<file path="src/hdl/scoreboard_digit_slot_decoder_core_assert.svh">
// ----------------------------------------------------------------------------
// Scoreboard digit slot decoder - assertion macros
// Shared concurrent assertion macros. Define ASSERT_OFF to compile them out.
// ----------------------------------------------------------------------------
`ifndef SCOREBOARD_DIGIT_SLOT_DECODER_CORE_ASSERT_SVH
`define SCOREBOARD_DIGIT_SLOT_DECODER_CORE_ASSERT_SVH

`ifndef ASSERT_OFF

// Property checked on every rising edge of clk, ignored while rst is high.
`define SDSD_ASSERT(lbl, prop, msg) \
  lbl: assert property (@(posedge clk) disable iff (rst) prop) else $error(msg);

// Condition that must never be seen on a rising edge of clk.
`define SDSD_ASSERT_NEVER(lbl, cond, msg) \
  `SDSD_ASSERT(lbl, !(cond), msg)

`else

`define SDSD_ASSERT(lbl, prop, msg)
`define SDSD_ASSERT_NEVER(lbl, cond, msg)

`endif

`endif

</file>
<file path="src/hdl/sdsd_pkg.sv">
// ----------------------------------------------------------------------------
// Scoreboard digit slot decoder - package
// Types, constants and small digit helpers shared by the decoder modules.
// ----------------------------------------------------------------------------
package sdsd_pkg;

  // Display layout and glyph codes.
  localparam int CHANNEL_COUNT = 13;
  localparam int CH_W          = 4;
  localparam int GLYPH_W       = 4;
  localparam logic [CH_W-1:0]    LAST_CHANNEL = CH_W'(CHANNEL_COUNT - 1);
  localparam logic [GLYPH_W-1:0] GLYPH_BLANK  = 4'd10;
  localparam logic [GLYPH_W-1:0] GLYPH_OT     = 4'd11;

  // Field widths.
  localparam int TPS_W   = 16;
  localparam int GAME_W  = 24;
  localparam int SHOT_W  = 16;
  localparam int SCORE_W = 11;
  localparam int QTR_W   = 5;

  // Arithmetic constants.
  localparam logic [TPS_W-1:0]  DEFAULT_TPS   = 16'd60;
  localparam logic [9:0]        SCORE_MAX     = 10'd999;
  localparam logic [6:0]        TWO_DIGIT_MAX = 7'd99;
  localparam logic [GAME_W-1:0] MIN_SAT_SECS  = 24'd6000;
  localparam int                RECIP_60      = 17477;

  // Quotient bits resolved per divider stage.
  localparam int DIV_STEPS_PER_STAGE = 2;

  // Snapshot fields that ride alongside the division.
  typedef struct packed {
    logic                      ok;
    logic signed [SCORE_W-1:0] home;
    logic signed [SCORE_W-1:0] away;
    logic                      game_valid;
    logic                      shot_valid;
    logic signed [QTR_W-1:0]   quarter;
  } snap_t;

  typedef logic [CHANNEL_COUNT-1:0][GLYPH_W-1:0] glyph_vec_t;

  // Tens digit of a value below 100 (multiply by reciprocal of ten).
  function automatic logic [3:0] tens_of(input logic [6:0] v);
    logic [14:0] p;
    p = 15'(v) * 15'd205;
    return p[14:11];
  endfunction

  // Ones digit of a value below 100, given its tens digit.
  function automatic logic [3:0] ones_of(input logic [6:0] v, input logic [3:0] t);
    logic [6:0] x;
    x = v - 7'(t) * 7'd10;
    return x[3:0];
  endfunction

  // Hundreds digit of a value up to 999.
  function automatic logic [3:0] hundreds_of(input logic [9:0] s);
    logic [15:0] p;
    p = 16'(s) * 16'd41;
    return p[15:12];
  endfunction

  // Non-negative score limited to 999; negative scores are blanked elsewhere.
  function automatic logic [9:0] clamp_score(input logic signed [SCORE_W-1:0] sc);
    logic [9:0] s;
    if (sc[SCORE_W-1]) begin
      s = '0;
    end else if (sc[9:0] > SCORE_MAX) begin
      s = SCORE_MAX;
    end else begin
      s = sc[9:0];
    end
    return s;
  endfunction

endpackage

</file>
<file path="src/hdl/sdsd_div_pipe.sv">
// ----------------------------------------------------------------------------
// Scoreboard digit slot decoder - divider pipeline
// Two restoring divider lanes (game clock and shot clock) by ticks per
// second, a fixed number of quotient bits per register stage.
// ----------------------------------------------------------------------------
module sdsd_div_pipe #(
  parameter int STEPS_PER_STAGE = sdsd_pkg::DIV_STEPS_PER_STAGE
) (
  input  logic                            clk,
  input  logic                            rst,
  input  logic                            en,
  input  logic                            in_valid,
  input  logic [sdsd_pkg::GAME_W-1:0]     in_game,
  input  logic [sdsd_pkg::SHOT_W:0]       in_shot,
  input  sdsd_pkg::snap_t                 in_snap,
  input  logic [sdsd_pkg::TPS_W-1:0]      tps,
  output logic                            out_valid,
  output logic [sdsd_pkg::GAME_W-1:0]     out_total,
  output logic [sdsd_pkg::GAME_W-1:0]     out_shot,
  output sdsd_pkg::snap_t                 out_snap
);

  localparam int TPS_W  = sdsd_pkg::TPS_W;
  localparam int STAGES = (sdsd_pkg::GAME_W + STEPS_PER_STAGE - 1) / STEPS_PER_STAGE;
  localparam int NUM_W  = STAGES * STEPS_PER_STAGE;

  // Partial remainder and shifting dividend/quotient per stage.
  logic [STAGES-1:0]  valid;
  logic [TPS_W-1:0]   grem [STAGES];
  logic [NUM_W-1:0]   gnum [STAGES];
  logic [TPS_W-1:0]   srem [STAGES];
  logic [NUM_W-1:0]   snum [STAGES];
  sdsd_pkg::snap_t    snap [STAGES];

  // A few restoring steps: shift in the next dividend bit, trial subtract.
  function automatic logic [TPS_W+NUM_W-1:0] div_steps(
    input logic [TPS_W-1:0] rem_in,
    input logic [NUM_W-1:0] num_in,
    input logic [TPS_W-1:0] d
  );
    logic [TPS_W-1:0] r;
    logic [NUM_W-1:0] n;
    logic [TPS_W:0]   t;
    r = rem_in;
    n = num_in;
    for (int k = 0; k < STEPS_PER_STAGE; k++) begin
      t = {r, n[NUM_W-1]};
      n = {n[NUM_W-2:0], 1'b0};
      if (t >= {1'b0, d}) begin
        t    = t - {1'b0, d};
        n[0] = 1'b1;
      end
      r = t[TPS_W-1:0];
    end
    return {r, n};
  endfunction

  for (genvar gi = 0; gi < STAGES; gi++) begin : g_stage
    logic [TPS_W-1:0] grem_in, srem_in, grem_n, srem_n;
    logic [NUM_W-1:0] gnum_in, snum_in, gnum_n, snum_n;
    logic             valid_in;
    sdsd_pkg::snap_t  snap_in;

    // Stage inputs: the first stage starts from a zero remainder.
    if (gi == 0) begin : g_first
      assign valid_in = in_valid;
      assign grem_in  = '0;
      assign gnum_in  = NUM_W'(in_game);
      assign srem_in  = '0;
      assign snum_in  = NUM_W'(in_shot);
      assign snap_in  = in_snap;
    end else begin : g_next
      assign valid_in = valid[gi-1];
      assign grem_in  = grem[gi-1];
      assign gnum_in  = gnum[gi-1];
      assign srem_in  = srem[gi-1];
      assign snum_in  = snum[gi-1];
      assign snap_in  = snap[gi-1];
    end

    // Both lanes share the divisor and advance together.
    always_comb begin
      {grem_n, gnum_n} = div_steps(grem_in, gnum_in, tps);
      {srem_n, snum_n} = div_steps(srem_in, snum_in, tps);
    end

    always_ff @(posedge clk) begin
      if (rst) begin
        valid[gi] <= 1'b0;
      end else if (en) begin
        valid[gi] <= valid_in;
      end
    end

    always_ff @(posedge clk) begin
      if (en) begin
        grem[gi] <= grem_n;
        gnum[gi] <= gnum_n;
        srem[gi] <= srem_n;
        snum[gi] <= snum_n;
        snap[gi] <= snap_in;
      end
    end
  end

  // After the last stage the shifting words hold the quotients.
  assign out_valid = valid[STAGES-1];
  assign out_total = gnum[STAGES-1][sdsd_pkg::GAME_W-1:0];
  assign out_shot  = snum[STAGES-1][sdsd_pkg::GAME_W-1:0];
  assign out_snap  = snap[STAGES-1];

endmodule

</file>
<file path="src/hdl/sdsd_glyph.sv">
// ----------------------------------------------------------------------------
// Scoreboard digit slot decoder - glyph stages
// Three register stages that turn scores, clock quotients and period into
// the thirteen glyph slots, with all blanking rules applied.
// ----------------------------------------------------------------------------
module sdsd_glyph (
  input  logic                         clk,
  input  logic                         rst,
  input  logic                         en,
  input  logic                         in_valid,
  input  logic [sdsd_pkg::GAME_W-1:0]  in_total,
  input  logic [sdsd_pkg::GAME_W-1:0]  in_shot,
  input  sdsd_pkg::snap_t              in_snap,
  output logic                         out_valid,
  output sdsd_pkg::glyph_vec_t         out_glyphs
);

  // First stage registers.
  logic            v1;
  sdsd_pkg::snap_t snap1;
  logic [9:0]      home_s1, away_s1;
  logic [3:0]      home_h1, away_h1;
  logic [6:0]      nib_sum1;
  logic [1:0]      r4_1;
  logic [6:0]      mins1, shot1;

  // Second stage registers.
  logic            v2;
  sdsd_pkg::snap_t snap2;
  logic [3:0]      home_h2, away_h2;
  logic [6:0]      home_r2, away_r2;
  logic [5:0]      secs2;
  logic [6:0]      mins2, shot2;

  // Stage one combinational values.
  logic [9:0]  home_s, away_s;
  logic [6:0]  nib_sum, mins_c, shot_c;
  logic [27:0] mins_p;

  // Stage two combinational values.
  logic [4:0]  fold;
  logic [3:0]  r15;
  logic [1:0]  k;

  // Stage three combinational values.
  sdsd_pkg::glyph_vec_t g;
  logic [3:0] home_t, away_t, mins_t, secs_t, shot_t;

  // Stage one: clamp scores, take hundreds, fold seconds modulo 15 and
  // split out minutes, saturate the shot clock.
  always_comb begin
    home_s  = sdsd_pkg::clamp_score(in_snap.home);
    away_s  = sdsd_pkg::clamp_score(in_snap.away);
    nib_sum = '0;
    for (int i = 0; i < sdsd_pkg::GAME_W / 4; i++) begin
      nib_sum = nib_sum + 7'(in_total[4*i +: 4]);
    end
    mins_p = 28'(in_total[12:0]) * 28'(sdsd_pkg::RECIP_60);
    if (in_total >= sdsd_pkg::MIN_SAT_SECS) begin
      mins_c = sdsd_pkg::TWO_DIGIT_MAX;
    end else begin
      mins_c = mins_p[26:20];
    end
    if (in_shot > sdsd_pkg::GAME_W'(sdsd_pkg::TWO_DIGIT_MAX)) begin
      shot_c = sdsd_pkg::TWO_DIGIT_MAX;
    end else begin
      shot_c = in_shot[6:0];
    end
  end

  always_ff @(posedge clk) begin
    if (en) begin
      snap1    <= in_snap;
      home_s1  <= home_s;
      away_s1  <= away_s;
      home_h1  <= sdsd_pkg::hundreds_of(home_s);
      away_h1  <= sdsd_pkg::hundreds_of(away_s);
      nib_sum1 <= nib_sum;
      r4_1     <= in_total[1:0];
      mins1    <= mins_c;
      shot1    <= shot_c;
    end
  end

  // Stage two: score remainders below 100, seconds from residues mod 4 and 15.
  always_comb begin
    fold = 5'(nib_sum1[6:4]) + 5'(nib_sum1[3:0]);
    if (fold >= 5'd15) begin
      r15 = 4'(fold - 5'd15);
    end else begin
      r15 = fold[3:0];
    end
    k = r15[1:0] - r4_1;
  end

  always_ff @(posedge clk) begin
    if (en) begin
      snap2   <= snap1;
      home_h2 <= home_h1;
      away_h2 <= away_h1;
      home_r2 <= 7'(home_s1 - 10'(home_h1) * 10'd100);
      away_r2 <= 7'(away_s1 - 10'(away_h1) * 10'd100);
      secs2   <= 6'(r15) + 6'(k) * 6'd15;
      mins2   <= mins1;
      shot2   <= shot1;
    end
  end

  // Stage three: tens and ones digits, then blanking per channel.
  always_comb begin
    home_t = sdsd_pkg::tens_of(home_r2);
    away_t = sdsd_pkg::tens_of(away_r2);
    mins_t = sdsd_pkg::tens_of(mins2);
    secs_t = sdsd_pkg::tens_of(7'(secs2));
    shot_t = sdsd_pkg::tens_of(shot2);
    for (int c = 0; c < sdsd_pkg::CHANNEL_COUNT; c++) begin
      g[c] = sdsd_pkg::GLYPH_BLANK;
    end
    if (snap2.ok) begin
      if (!snap2.home[sdsd_pkg::SCORE_W-1]) begin
        if (home_h2 != 4'd0) begin
          g[0] = home_h2;
        end
        if (home_h2 != 4'd0 || home_r2 >= 7'd10) begin
          g[1] = home_t;
        end
        g[2] = sdsd_pkg::ones_of(home_r2, home_t);
      end
      if (!snap2.away[sdsd_pkg::SCORE_W-1]) begin
        if (away_h2 != 4'd0) begin
          g[3] = away_h2;
        end
        if (away_h2 != 4'd0 || away_r2 >= 7'd10) begin
          g[4] = away_t;
        end
        g[5] = sdsd_pkg::ones_of(away_r2, away_t);
      end
      if (snap2.game_valid) begin
        if (mins_t != 4'd0) begin
          g[6] = mins_t;
        end
        g[7] = sdsd_pkg::ones_of(mins2, mins_t);
        g[8] = secs_t;
        g[9] = sdsd_pkg::ones_of(7'(secs2), secs_t);
      end
      if (snap2.shot_valid) begin
        if (shot_t != 4'd0) begin
          g[10] = shot_t;
        end
        g[11] = sdsd_pkg::ones_of(shot2, shot_t);
      end
      // Period: regular periods one to four, overtime beyond.
      if (snap2.quarter[sdsd_pkg::QTR_W-1]) begin
        g[12] = sdsd_pkg::GLYPH_BLANK;
      end else if (snap2.quarter[sdsd_pkg::QTR_W-2:2] == '0) begin
        g[12] = 4'(snap2.quarter[1:0]) + 4'd1;
      end else begin
        g[12] = sdsd_pkg::GLYPH_OT;
      end
    end
  end

  always_ff @(posedge clk) begin
    if (en) begin
      out_glyphs <= g;
    end
  end

  // Valid bits for the three stages.
  always_ff @(posedge clk) begin
    if (rst) begin
      v1        <= 1'b0;
      v2        <= 1'b0;
      out_valid <= 1'b0;
    end else if (en) begin
      v1        <= in_valid;
      v2        <= v1;
      out_valid <= v2;
    end
  end

endmodule

</file>
<file path="src/hdl/sdsd_serial.sv">
// ----------------------------------------------------------------------------
// Scoreboard digit slot decoder - result serialiser
// Holds one snapshot's thirteen glyphs and emits one result beat per cycle.
// ----------------------------------------------------------------------------
`include "scoreboard_digit_slot_decoder_core_assert.svh"

module sdsd_serial (
  input  logic                          clk,
  input  logic                          rst,
  input  logic                          in_valid,
  input  sdsd_pkg::glyph_vec_t          in_glyphs,
  output logic                          ready,
  output logic                          strobe,
  output logic [sdsd_pkg::CH_W-1:0]     channel,
  output logic [sdsd_pkg::GLYPH_W-1:0]  glyph_slot,
  output logic                          last
);

  logic                        active;
  logic [sdsd_pkg::CH_W-1:0]   cnt;
  sdsd_pkg::glyph_vec_t        glyphs;
  logic                        load;

  // A new snapshot may load during the final beat of the current one.
  assign ready = !active || cnt == sdsd_pkg::LAST_CHANNEL;
  assign load  = in_valid && ready;

  // Beat counter.
  always_ff @(posedge clk) begin
    if (rst) begin
      active <= 1'b0;
      cnt    <= '0;
    end else if (load) begin
      active <= 1'b1;
      cnt    <= '0;
    end else if (active && cnt == sdsd_pkg::LAST_CHANNEL) begin
      active <= 1'b0;
      cnt    <= '0;
    end else if (active) begin
      cnt    <= cnt + 1'b1;
    end
  end

  always_ff @(posedge clk) begin
    if (load) begin
      glyphs <= in_glyphs;
    end
  end

  assign strobe     = active;
  assign channel    = cnt;
  assign glyph_slot = glyphs[cnt];
  assign last       = cnt == sdsd_pkg::LAST_CHANNEL;

  // A snapshot's beats follow each other without gaps.
  `SDSD_ASSERT(a_beats_contiguous, (strobe && !last) |=> (strobe && channel == $past(channel) + 4'd1), "beat sequence broken")
  // Every run of beats begins at channel zero.
  `SDSD_ASSERT(a_run_starts_at_zero, !strobe |=> (!strobe || channel == '0), "run did not start at channel zero")
  // After the final beat either a new run starts or the output falls quiet.
  `SDSD_ASSERT(a_after_last, (strobe && last) |=> (!strobe || channel == '0), "beat after last not a fresh run")

endmodule

</file>
<file path="src/hdl/scoreboard_digit_slot_decoder_core.sv">
// ----------------------------------------------------------------------------
// Scoreboard digit slot decoder - top level
// Turns one scoreboard snapshot into thirteen channel/glyph results.
// ----------------------------------------------------------------------------
// Usage:
//   A snapshot is taken on a rising edge with start high and busy low. Each
//   snapshot yields thirteen result beats, channels 0 to 12 in order, each
//   marked by result_strobe for one cycle; last is high on channel 12. The
//   receiver takes every beat and cannot hold them off.
//   cfg_write/cfg_data set ticks per second (zero stands for 60); write it
//   only while no snapshot is in flight.
//   The first beat of a snapshot reaches the ports after the input register
//   (loaded at the accepting edge), twelve divider stages with two quotient
//   bits per divider stage, three glyph stages and the serialiser; the other
//   beats of that snapshot follow it without gaps.
//   The serialiser emits one digit per cycle and so bounds the snapshot rate;
//   snapshots may be issued back to back and busy rises while the pipeline
//   waits on the serialiser.
//   Reset clears all pipeline valid bits and the serialiser, and sets ticks
//   per second to 60.
// ----------------------------------------------------------------------------
`include "scoreboard_digit_slot_decoder_core_assert.svh"

module scoreboard_digit_slot_decoder_core #(
  parameter int STEPS_PER_STAGE = sdsd_pkg::DIV_STEPS_PER_STAGE
) (
  input  logic                                 clk,
  input  logic                                 rst,
  input  logic                                 start,
  output logic                                 busy,
  input  logic                                 snapshot_ok,
  input  logic signed [sdsd_pkg::SCORE_W-1:0]  home_score,
  input  logic signed [sdsd_pkg::SCORE_W-1:0]  away_score,
  input  logic [sdsd_pkg::GAME_W-1:0]          game_clock_ticks,
  input  logic                                 game_clock_valid,
  input  logic [sdsd_pkg::SHOT_W-1:0]          shot_clock_ticks,
  input  logic                                 shot_clock_valid,
  input  logic signed [sdsd_pkg::QTR_W-1:0]    quarter_index,
  input  logic                                 cfg_write,
  input  logic [sdsd_pkg::TPS_W-1:0]           cfg_data,
  output logic                                 result_strobe,
  output logic [sdsd_pkg::CH_W-1:0]            channel,
  output logic [sdsd_pkg::GLYPH_W-1:0]         glyph_slot,
  output logic                                 last
);

  logic [sdsd_pkg::TPS_W-1:0]  tps;
  logic                        en;
  logic                        ser_ready;

  logic                        v0;
  sdsd_pkg::snap_t             snap0;
  logic [sdsd_pkg::GAME_W-1:0] game0;
  logic [sdsd_pkg::SHOT_W:0]   shot0;

  logic                        div_valid;
  logic [sdsd_pkg::GAME_W-1:0] div_total, div_shot;
  sdsd_pkg::snap_t             div_snap;

  logic                        glyph_valid;
  sdsd_pkg::glyph_vec_t        glyphs;

  // Ticks per second, stored with zero already mapped to the default.
  always_ff @(posedge clk) begin
    if (rst) begin
      tps <= sdsd_pkg::DEFAULT_TPS;
    end else if (cfg_write) begin
      tps <= (cfg_data == '0) ? sdsd_pkg::DEFAULT_TPS : cfg_data;
    end
  end

  // The whole pipeline holds when a finished snapshot cannot enter the serialiser.
  assign en   = !glyph_valid || ser_ready;
  assign busy = !en;

  // Input register; the shot clock is biased for a rounding-up division.
  always_ff @(posedge clk) begin
    if (rst) begin
      v0 <= 1'b0;
    end else if (en) begin
      v0 <= start;
    end
  end

  always_ff @(posedge clk) begin
    if (en) begin
      snap0.ok         <= snapshot_ok;
      snap0.home       <= home_score;
      snap0.away       <= away_score;
      snap0.game_valid <= game_clock_valid;
      snap0.shot_valid <= shot_clock_valid;
      snap0.quarter    <= quarter_index;
      game0            <= game_clock_ticks;
      shot0            <= {1'b0, shot_clock_ticks} + {1'b0, tps} - 1'b1;
    end
  end

  sdsd_div_pipe #(
    .STEPS_PER_STAGE (STEPS_PER_STAGE)
  ) u_div (
    .clk       (clk),
    .rst       (rst),
    .en        (en),
    .in_valid  (v0),
    .in_game   (game0),
    .in_shot   (shot0),
    .in_snap   (snap0),
    .tps       (tps),
    .out_valid (div_valid),
    .out_total (div_total),
    .out_shot  (div_shot),
    .out_snap  (div_snap)
  );

  sdsd_glyph u_glyph (
    .clk        (clk),
    .rst        (rst),
    .en         (en),
    .in_valid   (div_valid),
    .in_total   (div_total),
    .in_shot    (div_shot),
    .in_snap    (div_snap),
    .out_valid  (glyph_valid),
    .out_glyphs (glyphs)
  );

  sdsd_serial u_serial (
    .clk        (clk),
    .rst        (rst),
    .in_valid   (glyph_valid),
    .in_glyphs  (glyphs),
    .ready      (ser_ready),
    .strobe     (result_strobe),
    .channel    (channel),
    .glyph_slot (glyph_slot),
    .last       (last)
  );

  // The pipeline only stalls while the serialiser is mid-snapshot.
  `SDSD_ASSERT(a_busy_only_while_emitting, busy |-> (result_strobe && !last), "stall without beats in progress")
  // A stalled pipeline keeps its finished snapshot until the serialiser takes it.
  `SDSD_ASSERT(a_stall_keeps_glyphs, busy |=> (glyph_valid && $stable(glyphs)), "stalled snapshot lost")
  // Ticks per second never holds zero.
  `SDSD_ASSERT_NEVER(a_tps_nonzero, tps == '0, "zero divisor stored")

endmodule
</file>
<file path="config.mk">
export PLATFORM = sky130hd
export DESIGN_NAME = scoreboard_digit_slot_decoder_core
export DESIGN_NICKNAME = d
export VERILOG_FILES = /design/src/hdl/sdsd_pkg.sv /design/src/hdl/sdsd_div_pipe.sv /design/src/hdl/sdsd_glyph.sv /design/src/hdl/sdsd_serial.sv /design/src/hdl/scoreboard_digit_slot_decoder_core.sv
export VERILOG_INCLUDE_DIRS = /design/src /design/src/hdl
export SDC_FILE = /design/constraint.sdc
export NUM_CORES = 2
export LEC_CHECK = 0
export BUFFER_PORTS_ARGS = -buffer_cell sky130_fd_sc_hd__buf_2
export CORE_MARGIN = 1
export CORE_UTILIZATION = 55
export DETAILED_ROUTE_END_ITERATION = 12
export MAX_ROUTING_LAYER = met4
export PLACE_DENSITY = 0.7
export SLEW_MARGIN = 20
export SYNTH_ARGS = -nofsm -noshare
export SYNTH_HDL_FRONTEND = slang
export SYNTH_SLANG_ARGS = --single-unit
</file>
<file path="constraint.sdc">
create_clock -name clk -period 99.7 [get_ports clk]
set_input_delay 19.94 -clock clk [delete_from_list [all_inputs] [get_ports clk]]
set_output_delay 19.94 -clock clk [all_outputs]
set_load 0.01 [all_outputs]
</file>
==> results_dict.tcl <==
set metrics [dict create \
    outcome "completed" \
    cts_setup_buffers 0 \
    setup-tns-final_ns 0 \
    wl_microns 220000 \
    vias 66250 \
    clk_latency_ns 0.84 \
    synth_top_cell_area_share 0.470 \
    fp-row-count 155 \
    fin_nets 10030 \
    crit_type "flip-flop to primary output" \
    synth_edf_count 1561 \
    layout_commonest_cell "edfxtp_1" \
    cts_made_buffers 175 \
    die-area_sq_mm 0.183 \
    ys_seq_area_frac 0.478 \
    drc_errors 0 \
    grtUsageTotal 0.247 \
    drv_slew 0 \
    reg2regPathDepth 20 \
    worst_slew_pin_slew_ns 1.08 \
    final_cell_mix "edfxtp_1 (1,561), ha_1 (1,107), inv_1 (546)" \
    fin_ws_ns 76.30 \
    cp_max_fo 44 \
    regToRegStartpoint "tps[10]" \
    grt_start_max_net_pins 84 \
    syn_avg_cell_area_sq_um 11.8 \
    holdBufCountCts 0 \
    die_w_microns 428 \
    path_clk_slew_ns 0.06 \
    maxCapViolCount 0 \
    hp-class "flip-flop to flip-flop" \
    cts_sinks 1598 \
    worstSetupStartpoint "u_serial.channel[1]" \
    synthArstFlopShare 0 \
    tritoncts "yes" \
    cts_root_buf "clkbuf_16" \
    drive_above_1_share 0.110 \
    ys_ff_latch 1598 \
    fin_crit_sh 0.235 \
    r2r_setup_slack_ns 92.16 \
    cts_max_path_buffers 3 \
    hold_end "u_div.snap[1][14]" \
    netlist_area_sq_mm 0.0997 \
    yosysTopAreaCell "edfxtp_1" \
    grt_pass1_vias 65228 \
    initial_core_util 0.556 \
    setup_viol 0 \
    ctsResizeCount 0 \
    fmax_mhz 42.7 \
    arrival_ns 3.46 \
    placed_cells 10881 \
    holdPathStages 0 \
    portBuffers 100 \
    first_pass_iters 8 \
    die_h_microns 428 \
    synth_cell_types 100 \
    vias_per_cell 5.91 \
    overflow 0 \
    fin_cells 11205 \
    drt.antenna.violating_nets 0 \
    yosys-top-cells-area "edfxtp_1 (47%), ha_1 (14%), mux2_2 (4.6%)" \
    dp_hpwl_microns 158000 \
    end_kind "primary output" \
    post-place-ws_ns 76.87 \
    place.gp.congestion 0.898 \
    syn_to_final_growth_pct 9.64 \
    initialDrtViolationCount 4174 \
    synth_top_flop_cell "edfxtp_1" \
    coreArea_sq_mm 0.179 \
    htreeDepth 4 \
    pin_count 101 \
    synth_warnings 0 \
    skew_ns 0.0467 \
    routedWlPerCell_microns 19.6 \
    synthCells 8476 \
    required_ns 79.76 \
    worstHoldStart "u_div.snap[0][104]" \
    worstSetupStartpointType "flip-flop" \
    r2r_end "u_div.grem[2][13]" \
    period_needed_ns 23.40 \
    hold_viol_final 0 \
    rsz0062_at_grt "no" \
    grt_pass1_wl_microns 349000 \
    max_slew_margin 0.281 \
    antenna_found_initial 1 \
]
## synth_stat cells, types with 19 or more instances
cell type / number
buf_2: 36
nor2_1: 469
o21ai_0: 408
nor3_1: 157
inv_1: 561
xnor2_1: 405
and3_1: 47
fa_1: 130
o31ai_1: 63
o211ai_1: 44
ha_1: 1107
a211oi_1: 71
a211o_1: 20
xor2_1: 192
mux2i_1: 69
o41ai_1: 22
clkbuf_1: 80
edfxtp_1: 1561
o21bai_1: 89
or3_1: 42
o21a_1: 156
nand3_1: 140
o2111ai_1: 23
nand4_1: 110
nand2_1: 491
a21o_1: 198
a2111oi_0: 31
or2_2: 32
nand2b_1: 97
o31a_1: 28
and2_1: 66
a21oi_1: 529
a311oi_1: 25
a31oi_1: 53
nor4_1: 42
a21boi_0: 24
mux2_2: 407
a31o_2: 19
nor2b_1: 105
dfxtp_1: 37
## sequential cells by signal (all words and copies together), names as in the netlist, 10 cells and up
| signal | count |
|---|---|
| u_div.snap | 360 |
| u_div.grem | 176 |
| u_glyph.snap2 | 10 |
| tps | 16 |
| game0 | 24 |
| u_glyph.snap1 | 10 |
| u_glyph.out_glyphs | 52 |
| u_div.snum | 279 |
| snap0 | 30 |
| u_div.srem | 176 |
| shot0 | 17 |
| u_div.gnum | 288 |
| u_div.g_stage.valid_in | 11 |
| u_serial.glyphs | 52 |
## critical path: stages, from the launching register on
cell	delay, ns
dfxtp_1	0.85
inv_1	0.11
ha_1	0.21
nand3_1	0.20
nand3_4	0.49
clkinv_1	0.50
buf_2	0.22
## cells by family after synthesis
| logic type | Yosys count | share of synthesized area |
|---|---|---|
| buffers and inverters | 697 | 0.0269 |
| DFF | 1598 | 0.478 |
| adders and majority gates | 1237 | 0.165 |
| muxes | 497 | 0.0567 |
| and+or+nand+nor | 1891 | 0.0928 |
| xor gates and xnor gates | 597 | 0.0524 |
| AOI/OAI and AO/OA | 1958 | 0.129 |
| other | 1 | 0.0000376 |
## area by class of cell
type / count / area (sq um)
antenna: 2 / 5.00
sequential: 1598 / 47600
timing repair buffer: 173 / 1110
multi-input combinational: 6187 / 49500
fill: 14189 / 69900
tap: 2355 / 2950
clock inverter: 115 / 1510
clock buffer: 207 / 4520
inverter: 568 / 2130
## layer usage
metal | wire, microns | track usage
met1 | 99600 | 0.321
met2 | 104000 | 0.401
met4 | 7090 | 0.0825
met5 | 0 | -
met3 | 9090 | 0.0319
## worst max-delay path by stage
stage | endpoint | slack [ns] | cells after the start
CTS | busy | 75.95 | 6
finish | busy | 76.30 | 6
detailed placement | busy | 76.87 | 6
global placement | busy | 76.90 | 6
global route | busy | 76.04 | 6
floorplan | game0[0] | 55.08 | 7
## stage by stage
stage | cell area [sq um] | util | hold slack [ns]
2_1_floorplan | 99700 | - | 0.400
3_3_place_gp | 103000 | 0.576 | 0.400
3_5_place_dp | 103000 | 0.576 | 0.405
4_1_cts | 109000 | 0.610 | 0.378
5_1_grt | 109000 | 0.610 | 0.384
6_report | 109000 | 0.610 | 0.380
Power is left out: the tool's default activity adds up to more than one toggle a clock period on the data nets, which glitch-free logic cannot reach.
